## config.mk

```make
export PLATFORM = sky130hd
export DESIGN_NAME = priority_command_mux_with_ramp
export DESIGN_NICKNAME = d
export VERILOG_FILES = /design/src/design/pcm_pkg.sv /design/src/design/pcm_fifo.sv /design/src/design/pcm_front.sv /design/src/design/pcm_back.sv /design/src/design/priority_command_mux_with_ramp.sv
export SDC_FILE = /design/constraint.sdc
export NUM_CORES = 2
export LEC_CHECK = 0
export ABC_AREA = 1
export BUFFER_PORTS_ARGS = -buffer_cell sky130_fd_sc_hd__clkbuf_2
export CORE_MARGIN = 2
export CORE_UTILIZATION = 59
export DETAILED_ROUTE_END_ITERATION = 12
export PLACE_DENSITY_LB_ADDON = 0.3
export SETUP_SLACK_MARGIN = 0.2
export SLEW_MARGIN = 20
export SYNTH_ARGS = -nofsm -noshare
export SYNTH_HDL_FRONTEND = slang
export SYNTH_SLANG_ARGS = --single-unit
```

## constraint.sdc

```tcl
create_clock -name clk_i -period 11.8 [get_ports clk_i]
set_clock_uncertainty 0.2 [all_clocks]
set_input_delay 1.77 -clock clk_i [delete_from_list [all_inputs] [get_ports clk_i]]
set_output_delay 1.77 -clock clk_i [all_outputs]
set_load 0.02 [all_outputs]
```

## src/design/pcm_pkg.sv

```systemverilog
// shared types and constants of the priority command mux with ramp
// no dependencies; imported by every other file of the block but pcm_fifo
package pcm_pkg;

  localparam int NUM_INPUTS   = 4;
  localparam int SRC_SLOTS    = 4;
  localparam int SRC_IDX_BITS = 2;
  localparam int CMD_BITS     = 16;
  localparam int PRIO_BITS    = 16;
  localparam int TICK_BITS    = 16;
  localparam int AUTH_BITS    = 17;
  localparam int FRAC_BITS    = 16;
  localparam int WIN_BITS     = 3;
  localparam int CFG_BITS     = 17;
  localparam int CFG_IDX_BITS = 3;
  localparam int QUEUE_DEPTH  = 2;

  localparam logic [WIN_BITS-1:0]  NO_WINNER = WIN_BITS'(4);
  localparam logic [AUTH_BITS-1:0] FULL_AUTH = AUTH_BITS'(65536);
  localparam logic [SRC_SLOTS-1:0] USED_MASK = SRC_SLOTS'((1 << NUM_INPUTS) - 1);

  localparam logic [TICK_BITS-1:0] RAMP_TICKS_RST = TICK_BITS'(30);
  localparam logic [AUTH_BITS-1:0] RAMP_STEP_RST  = AUTH_BITS'(2185);

  localparam logic [CFG_IDX_BITS-1:0] REG_PRIO_A      = 3'd0;
  localparam logic [CFG_IDX_BITS-1:0] REG_PRIO_B      = 3'd1;
  localparam logic [CFG_IDX_BITS-1:0] REG_PRIO_C      = 3'd2;
  localparam logic [CFG_IDX_BITS-1:0] REG_PRIO_D      = 3'd3;
  localparam logic [CFG_IDX_BITS-1:0] REG_EMERG_FWD   = 3'd4;
  localparam logic [CFG_IDX_BITS-1:0] REG_EMERG_STEER = 3'd5;
  localparam logic [CFG_IDX_BITS-1:0] REG_RAMP_TICKS  = 3'd6;
  localparam logic [CFG_IDX_BITS-1:0] REG_RAMP_STEP   = 3'd7;

  typedef struct packed {
    logic signed [CMD_BITS-1:0] fwd_a;
    logic signed [CMD_BITS-1:0] fwd_b;
    logic signed [CMD_BITS-1:0] fwd_c;
    logic signed [CMD_BITS-1:0] fwd_d;
    logic signed [CMD_BITS-1:0] steer_a;
    logic signed [CMD_BITS-1:0] steer_b;
    logic signed [CMD_BITS-1:0] steer_c;
    logic signed [CMD_BITS-1:0] steer_d;
    logic [SRC_SLOTS-1:0]       eligible_mask;
    logic [SRC_SLOTS-1:0]       trip_mask;
  } in_t;

  typedef struct packed {
    logic signed [CMD_BITS-1:0] out_forward;
    logic signed [CMD_BITS-1:0] out_steering;
    logic [WIN_BITS-1:0]        source;
    logic                       ramping;
  } out_t;

  typedef struct packed {
    logic [SRC_SLOTS-1:0][PRIO_BITS-1:0] prio;
    logic signed [CMD_BITS-1:0]          emerg_fwd;
    logic signed [CMD_BITS-1:0]          emerg_steer;
    logic [TICK_BITS-1:0]                ramp_ticks;
    logic [AUTH_BITS-1:0]                ramp_step;
  } cfg_t;

  typedef struct packed {
    logic [WIN_BITS-1:0]        winner;
    logic signed [CMD_BITS-1:0] tgt_fwd;
    logic signed [CMD_BITS-1:0] tgt_steer;
  } mid_t;

endpackage

```

## src/design/pcm_fifo.sv

```systemverilog
// small first-word-fall-through queue used between the stages and at the output
// depends on nothing but its parameters
module pcm_fifo #(
  parameter int Width = 8,
  parameter int Depth = 2
) (
  input  logic             clk_i,
  input  logic             rst_ni,
  input  logic             push_i,
  input  logic [Width-1:0] data_i,
  output logic             full_o,
  input  logic             pop_i,
  output logic [Width-1:0] data_o,
  output logic             empty_o
);

  localparam int PtrW = (Depth > 1) ? $clog2(Depth) : 1;
  localparam int CntW = $clog2(Depth + 1);
  localparam logic [PtrW-1:0] LastPtr = PtrW'(Depth - 1);
  localparam logic [CntW-1:0] DepthCnt = CntW'(Depth);

  logic [Width-1:0] mem_q [Depth];
  logic [PtrW-1:0]  wr_ptr_q, wr_ptr_d, rd_ptr_q, rd_ptr_d;
  logic [CntW-1:0]  cnt_q, cnt_d;
  logic             do_push, do_pop;

  assign full_o  = (cnt_q == DepthCnt);
  assign empty_o = (cnt_q == '0);
  assign do_push = push_i && !full_o;
  assign do_pop  = pop_i && !empty_o;
  assign data_o  = mem_q[rd_ptr_q];

  always_comb begin
    wr_ptr_d = wr_ptr_q;
    rd_ptr_d = rd_ptr_q;
    cnt_d    = cnt_q;
    if (do_push) begin
      wr_ptr_d = (wr_ptr_q == LastPtr) ? '0 : wr_ptr_q + PtrW'(1);
    end
    if (do_pop) begin
      rd_ptr_d = (rd_ptr_q == LastPtr) ? '0 : rd_ptr_q + PtrW'(1);
    end
    if (do_push && !do_pop) begin
      cnt_d = cnt_q + CntW'(1);
    end else if (do_pop && !do_push) begin
      cnt_d = cnt_q - CntW'(1);
    end
  end

  always_ff @(posedge clk_i or negedge rst_ni) begin
    if (!rst_ni) begin
      wr_ptr_q <= '0;
      rd_ptr_q <= '0;
      cnt_q    <= '0;
    end else begin
      wr_ptr_q <= wr_ptr_d;
      rd_ptr_q <= rd_ptr_d;
      cnt_q    <= cnt_d;
    end
  end

  always_ff @(posedge clk_i) begin
    if (do_push) begin
      mem_q[wr_ptr_q] <= data_i;
    end
  end

endmodule

```

## src/design/pcm_front.sv

```systemverilog
// front stage: trip and eligibility check, priority arbitration, target select
// depends on pcm_pkg
module pcm_front (
  input  pcm_pkg::in_t  in_i,
  input  pcm_pkg::cfg_t cfg_i,
  output pcm_pkg::mid_t mid_o
);
  import pcm_pkg::*;

  logic signed [CMD_BITS-1:0]  fwd_v   [SRC_SLOTS];
  logic signed [CMD_BITS-1:0]  steer_v [SRC_SLOTS];
  logic [SRC_SLOTS-1:0]        elig, trip;
  logic [WIN_BITS-1:0]         win;
  logic signed [PRIO_BITS-1:0] best;

  always_comb begin
    fwd_v[0]   = in_i.fwd_a;
    fwd_v[1]   = in_i.fwd_b;
    fwd_v[2]   = in_i.fwd_c;
    fwd_v[3]   = in_i.fwd_d;
    steer_v[0] = in_i.steer_a;
    steer_v[1] = in_i.steer_b;
    steer_v[2] = in_i.steer_c;
    steer_v[3] = in_i.steer_d;
    elig = in_i.eligible_mask & USED_MASK;
    trip = in_i.trip_mask & USED_MASK;
    win  = NO_WINNER;
    best = '0;
    // ascending scan with strict compare keeps the lowest index on a tie
    if (trip == '0) begin
      for (int i = 0; i < NUM_INPUTS; i++) begin
        if (elig[i] && ((win == NO_WINNER) || ($signed(cfg_i.prio[i]) > best))) begin
          win  = WIN_BITS'(i);
          best = $signed(cfg_i.prio[i]);
        end
      end
    end
    mid_o.winner = win;
    if (win == NO_WINNER) begin
      mid_o.tgt_fwd   = cfg_i.emerg_fwd;
      mid_o.tgt_steer = cfg_i.emerg_steer;
    end else begin
      mid_o.tgt_fwd   = fwd_v[win[SRC_IDX_BITS-1:0]];
      mid_o.tgt_steer = steer_v[win[SRC_IDX_BITS-1:0]];
    end
  end

endmodule

```

## src/design/pcm_back.sv

```systemverilog
// back stage: handover state, authority ramp and linear blend of the output
// depends on pcm_pkg
module pcm_back (
  input  logic          clk_i,
  input  logic          rst_ni,
  input  pcm_pkg::cfg_t cfg_i,
  input  logic          fire_i,
  input  pcm_pkg::mid_t item_i,
  output pcm_pkg::out_t res_o
);
  import pcm_pkg::*;

  localparam int ProdW = CMD_BITS + AUTH_BITS + 2;

  function automatic logic signed [CMD_BITS-1:0] blend(
    input logic signed [CMD_BITS-1:0] start,
    input logic signed [CMD_BITS-1:0] target,
    input logic [AUTH_BITS-1:0]       auth
  );
    logic signed [CMD_BITS:0]  diff;
    logic signed [ProdW-1:0]   prod;
    logic signed [ProdW-1:0]   shifted;
    logic signed [CMD_BITS:0]  sum;
    diff    = (CMD_BITS+1)'(target) - (CMD_BITS+1)'(start);
    prod    = diff * $signed({1'b0, auth});
    // arithmetic shift floors toward minus infinity
    shifted = prod >>> FRAC_BITS;
    sum     = (CMD_BITS+1)'(start) + shifted[CMD_BITS:0];
    return sum[CMD_BITS-1:0];
  endfunction

  logic signed [CMD_BITS-1:0] last_fwd_q, last_fwd_d, last_steer_q, last_steer_d;
  logic signed [CMD_BITS-1:0] start_fwd_q, start_fwd_d, start_steer_q, start_steer_d;
  logic [WIN_BITS-1:0]        prior_q, prior_d;
  logic                       handover_q, handover_d;
  logic [TICK_BITS-1:0]       cnt_q, cnt_d;
  logic [AUTH_BITS-1:0]       auth_q, auth_d;

  logic                       emerg, start_new, ho;
  logic signed [CMD_BITS-1:0] sf, ss, of, os;
  logic [TICK_BITS-1:0]       cnt;
  logic [AUTH_BITS-1:0]       auth;
  logic [AUTH_BITS:0]         auth_sum;

  always_comb begin
    emerg     = (item_i.winner == NO_WINNER);
    start_new = !emerg && (cfg_i.ramp_ticks != '0) && (prior_q != NO_WINNER) &&
                (item_i.winner != prior_q);
    ho        = !emerg && (start_new || handover_q);
    sf        = start_new ? last_fwd_q : start_fwd_q;
    ss        = start_new ? last_steer_q : start_steer_q;
    cnt       = start_new ? '0 : cnt_q;
    auth      = start_new ? '0 : auth_q;
    auth_sum  = {1'b0, auth} + {1'b0, cfg_i.ramp_step};

    if (ho) begin
      of = blend(sf, item_i.tgt_fwd, auth);
      os = blend(ss, item_i.tgt_steer, auth);
    end else begin
      of = item_i.tgt_fwd;
      os = item_i.tgt_steer;
    end

    res_o.out_forward  = of;
    res_o.out_steering = os;
    res_o.source       = item_i.winner;
    res_o.ramping      = ho;

    last_fwd_d    = of;
    last_steer_d  = os;
    start_fwd_d   = sf;
    start_steer_d = ss;
    prior_d       = item_i.winner;
    handover_d    = ho;
    cnt_d         = cnt;
    auth_d        = auth;
    if (ho) begin
      if (cnt >= cfg_i.ramp_ticks) begin
        handover_d = 1'b0;
      end else begin
        cnt_d  = cnt + TICK_BITS'(1);
        auth_d = (auth_sum > {1'b0, FULL_AUTH}) ? FULL_AUTH : auth_sum[AUTH_BITS-1:0];
      end
    end
  end

  always_ff @(posedge clk_i or negedge rst_ni) begin
    if (!rst_ni) begin
      last_fwd_q   <= '0;
      last_steer_q <= '0;
      prior_q      <= NO_WINNER;
      handover_q   <= 1'b0;
      cnt_q        <= '0;
      auth_q       <= '0;
    end else if (fire_i) begin
      last_fwd_q   <= last_fwd_d;
      last_steer_q <= last_steer_d;
      prior_q      <= prior_d;
      handover_q   <= handover_d;
      cnt_q        <= cnt_d;
      auth_q       <= auth_d;
    end
  end

  always_ff @(posedge clk_i) begin
    if (fire_i) begin
      start_fwd_q   <= start_fwd_d;
      start_steer_q <= start_steer_d;
    end
  end

endmodule

```

## src/design/priority_command_mux_with_ramp.sv

```systemverilog
// top level of the priority command mux with handover ramp
// depends on pcm_pkg, pcm_fifo, pcm_front and pcm_back
//
// usage: each control tick is one transaction pushed on the input queue
// (push, full): per-source forward and steering commands plus eligible and
// trip masks. one result transaction per tick leaves on the output queue
// (empty, pop): the command sent, the winning source (4 = emergency) and
// whether the output was blended during a handover.
// configuration is a plain write port (cfg_we_i, cfg_idx_i, cfg_data_i);
// the user must write it only while no transaction is in flight, since the
// block itself does not enforce this. a pushed transaction is written to the
// middle queue, is processed by the back stage once the output queue has
// room, and is then written to the output queue, from which it is popped.
// throughput: one transaction per cycle unless the output queue is full; the
// back stage's blend (one multiply per channel) and state update set it.
// reset: config takes its reset values, no winner is remembered, no ramp
// runs and both queues are empty. a stalled receiver fills the output queue,
// then the middle queue, and full rises; no transaction is lost.
module priority_command_mux_with_ramp #(
  parameter int QueueDepth = pcm_pkg::QUEUE_DEPTH
) (
  input  logic                                 clk_i,
  input  logic                                 rst_ni,
  input  logic                                 push,
  output logic                                 full,
  input  pcm_pkg::in_t                         in_data_i,
  output logic                                 empty,
  input  logic                                 pop,
  output pcm_pkg::out_t                        out_data_o,
  input  logic                                 cfg_we_i,
  input  logic [pcm_pkg::CFG_IDX_BITS-1:0]     cfg_idx_i,
  input  logic [pcm_pkg::CFG_BITS-1:0]         cfg_data_i
);
  import pcm_pkg::*;

  cfg_t cfg_q;
  mid_t front_mid, back_mid;
  out_t back_res;
  logic mid_empty, out_full, back_fire;

  always_ff @(posedge clk_i or negedge rst_ni) begin
    if (!rst_ni) begin
      cfg_q.prio        <= '0;
      cfg_q.emerg_fwd   <= '0;
      cfg_q.emerg_steer <= '0;
      cfg_q.ramp_ticks  <= RAMP_TICKS_RST;
      cfg_q.ramp_step   <= RAMP_STEP_RST;
    end else if (cfg_we_i) begin
      case (cfg_idx_i)
        REG_PRIO_A:      cfg_q.prio[0]     <= cfg_data_i[PRIO_BITS-1:0];
        REG_PRIO_B:      cfg_q.prio[1]     <= cfg_data_i[PRIO_BITS-1:0];
        REG_PRIO_C:      cfg_q.prio[2]     <= cfg_data_i[PRIO_BITS-1:0];
        REG_PRIO_D:      cfg_q.prio[3]     <= cfg_data_i[PRIO_BITS-1:0];
        REG_EMERG_FWD:   cfg_q.emerg_fwd   <= cfg_data_i[CMD_BITS-1:0];
        REG_EMERG_STEER: cfg_q.emerg_steer <= cfg_data_i[CMD_BITS-1:0];
        REG_RAMP_TICKS:  cfg_q.ramp_ticks  <= cfg_data_i[TICK_BITS-1:0];
        REG_RAMP_STEP:   cfg_q.ramp_step   <= cfg_data_i[AUTH_BITS-1:0];
        default: begin
        end
      endcase
    end
  end

  pcm_front u_front (
    .in_i  (in_data_i),
    .cfg_i (cfg_q),
    .mid_o (front_mid)
  );

  pcm_fifo #(
    .Width ($bits(mid_t)),
    .Depth (QueueDepth)
  ) u_mid_fifo (
    .clk_i   (clk_i),
    .rst_ni  (rst_ni),
    .push_i  (push),
    .data_i  (front_mid),
    .full_o  (full),
    .pop_i   (back_fire),
    .data_o  (back_mid),
    .empty_o (mid_empty)
  );

  assign back_fire = !mid_empty && !out_full;

  pcm_back u_back (
    .clk_i  (clk_i),
    .rst_ni (rst_ni),
    .cfg_i  (cfg_q),
    .fire_i (back_fire),
    .item_i (back_mid),
    .res_o  (back_res)
  );

  pcm_fifo #(
    .Width ($bits(out_t)),
    .Depth (QueueDepth)
  ) u_out_fifo (
    .clk_i   (clk_i),
    .rst_ni  (rst_ni),
    .push_i  (back_fire),
    .data_i  (back_res),
    .full_o  (out_full),
    .pop_i   (pop),
    .data_o  (out_data_o),
    .empty_o (empty)
  );

endmodule

```

==> qor.txt <==
status: complete, no violations
Mapped Area: 0.0406 mm2
drt pass-1 iters: 8
Total GRT Usage: 0.332
EDFF count, synth: 174
Max Slew Vio Count: 0
IO Count: 199
proportion of layout cells with a drive suffix above 1: 0.102
FMAX: 90.6 MHz
CTS sink count: 380
final net count: 6163
CP peak stage delay: 0.54 ns
Syn Inst Count: 5034
sequential area share after synthesis: 0.256
Worst Path Required: 11.90 ns
WL per Instance: 19.0 um
Async SR Flop Fraction: 0.542
period utilization: 0.936
Hold Violations, Final: 0
Critical Path Fanout Max: 13
largest net degree at the start of global routing: 96
WP data arrival: 11.14 ns
row count: 96
clock latency on the worst-skew pair: 0.58 ns
Worst path most repeated cell: nand2_1
CTS Buffer Depth: 3
port bufs: 198
clock slew at reported path FFs: 0.06 ns
Yosys reg bits: 380
RSZ-0062 raised after global routing: true
setup TNS: 0 ns
most common library cells after synthesis: nand2_1, inv_1, fa_1
DRC Markers: 0
first-pass GRT wire length: 183 mm
number of buffers created by CTS: 40
CP Launch Type: flop
grt total ovfl: 0
H-tree depth: 2
GPL Wtd Cong: 0.972
WL final: 116 mm
gr busiest metal: met2
vias after detailed routing: 34486
met3 Track Usage GR: 0.0607
Slowest-stage cell, CP: fa_1
syn avg cell area: 8.07 um2
Synth area leader: fa_1
Post-DP HPWL: 89.1 mm
Initial Util: 0.595
min Tclk post-route: 11.04 ns
initial antenna violation count: 1
Worst Tran Pin Value: 1.13 ns
core box area: 0.0683 mm2
vias in the first global route: 34456
root buffer cell: clkbuf_16
Synth Flop Type: dfrtp_1
crit path capture type: flop
Die Y: 266 um
CTS tree: built
area grow syn2layout: 9.14%
most common cell in the netlist: nand2_1
die area: 0.0710 mm2
DR vias/cell: 5.65
Distinct cells, synth: 62
initial drt markers: 3021
Synthesized Nets: 6004
relative slew slack: 0.242
FF-to-FF setup slack: 0.76 ns
Final ANT Viol Nets: 0
met1 usage: 0.433
Die Width: 266 um
worst min path class: flop to flop
global routing usage on met2: 0.539
area share of the largest cell type after synthesis: 0.222
# diodes: 0
final setup vio count: 0
max-cap violation count: 0
Area contributors post-synth: fa_1, edfxtp_1, dfrtp_1, nand2_1, ha_1
Setup CP Type: flop to flop
yosys warns: 0
layout by cell type (no fill, tap or decap), drive strengths merged, types with 23 or more instances in the layout:
master	count
a21oi	171
buf	91
clkbuf	255
clkinv	23
dfrtp	197
edfxtp	174
fa	451
ha	358
inv	901
nand2	1279
nand3	151
nand4	30
nor2	448
o21ai	354
o22ai	34
or2	59
xnor2	33
xor2	61
stage by stage:
stage                     hold slack [ns]  cell area (um2)  instances  setup slack [ns]   util
after floorplan                     0.244            40600       5034              1.28      -
after global placement              0.259            42700       6009             0.461  0.624
after detailed placement            0.262            42700       6009             0.317  0.624
after CTS                           0.279            44000       6083             0.347  0.644
after global routing                0.297            44400       6107             0.108  0.649
final                               0.281            44400       6107             0.761  0.649
state kept, by name, summed over array words and instances (netlist names):
| name | count |
|---|---|
| u_back.handover_q | 1 |
| u_out_fifo.mem_q | 72 |
| u_out_fifo.rd_ptr_q | 1 |
| u_out_fifo.cnt_q | 2 |
| u_back.prior_q | 3 |
| u_mid_fifo.rd_ptr_q | 1 |
| u_back.start_fwd_q | 16 |
| u_out_fifo.wr_ptr_q | 1 |
| u_mid_fifo.wr_ptr_q | 1 |
| u_mid_fifo.mem_q | 70 |
| u_mid_fifo.cnt_q | 2 |
| u_back.start_steer_q | 16 |
| u_back.auth_q | 17 |
| u_back.last_steer_q | 16 |
| u_back.cnt_q | 16 |
| cfg_q | 129 |
| u_back.last_fwd_q | 16 |
kinds of logic (layout without fill, tap and decap cells):
kind of cell | Yosys count | count (layout) | share of synthesized area
and+or+nand+nor | 2014 | 2015 | 0.203
AOI/OAI and AO/OA | 634 | 634 | 0.0846
DFF | 380 | 380 | 0.256
xor gates and xnor gates | 95 | 95 | 0.0210
buffers and inverters | 1097 | 1287 | 0.102
muxes | 5 | 5 | 0.00126
adders and majority gates | 809 | 809 | 0.332
path summary, 6_finish.rpt:
kind	to	start	depth (start not counted)
max	u_out_fifo.mem_q[0][34]	u_mid_fifo.rd_ptr_q	49
min	u_back.auth_q[10]	u_back.auth_q[10]	2
max in group asynchronous	cfg_q[86]	rst_ni	3
min reg2reg	u_back.auth_q[10]	u_back.auth_q[10]	2
min in group asynchronous	u_mid_fifo.wr_ptr_q	rst_ni	1
max reg2reg	u_out_fifo.mem_q[0][34]	u_mid_fifo.rd_ptr_q	49
critical path: cells and delay by family (launching register included):
family          cells  cell delay, ns
xor+xnor            1            0.35
buf+inv            10            1.20
fa+ha+maj           9            4.02
compound gates      6            1.40
simple gates       23            3.15
flops               1            0.46
routing by layer:
metal	vias to the layer above	routed length, um
li1	15990	-
met1	16642	45600
met2	1488	53800
met3	366	10300
met4	0	6120
met5	-	0
timing repair:
item / CTS / global route
setup buffers: 0 / 20
resized for setup: 0 / 41
setup endpoints to repair: 0 / 60
hold buffers: 0 / 0
layout make-up:
type,instances,area (um2)
well taps,882,1100
fillers,5742,24000
clock inverters,17,198
multi-input cells,3558,26300
repair buffers,289,1730
clock buffers,57,1140
repair inverters,1,5.00
flip-flops and latches,380,10400
inverters,923,3510
Power is not shown: default switching activity piles up to over one toggle a cycle in this logic, so the estimate is an artifact.
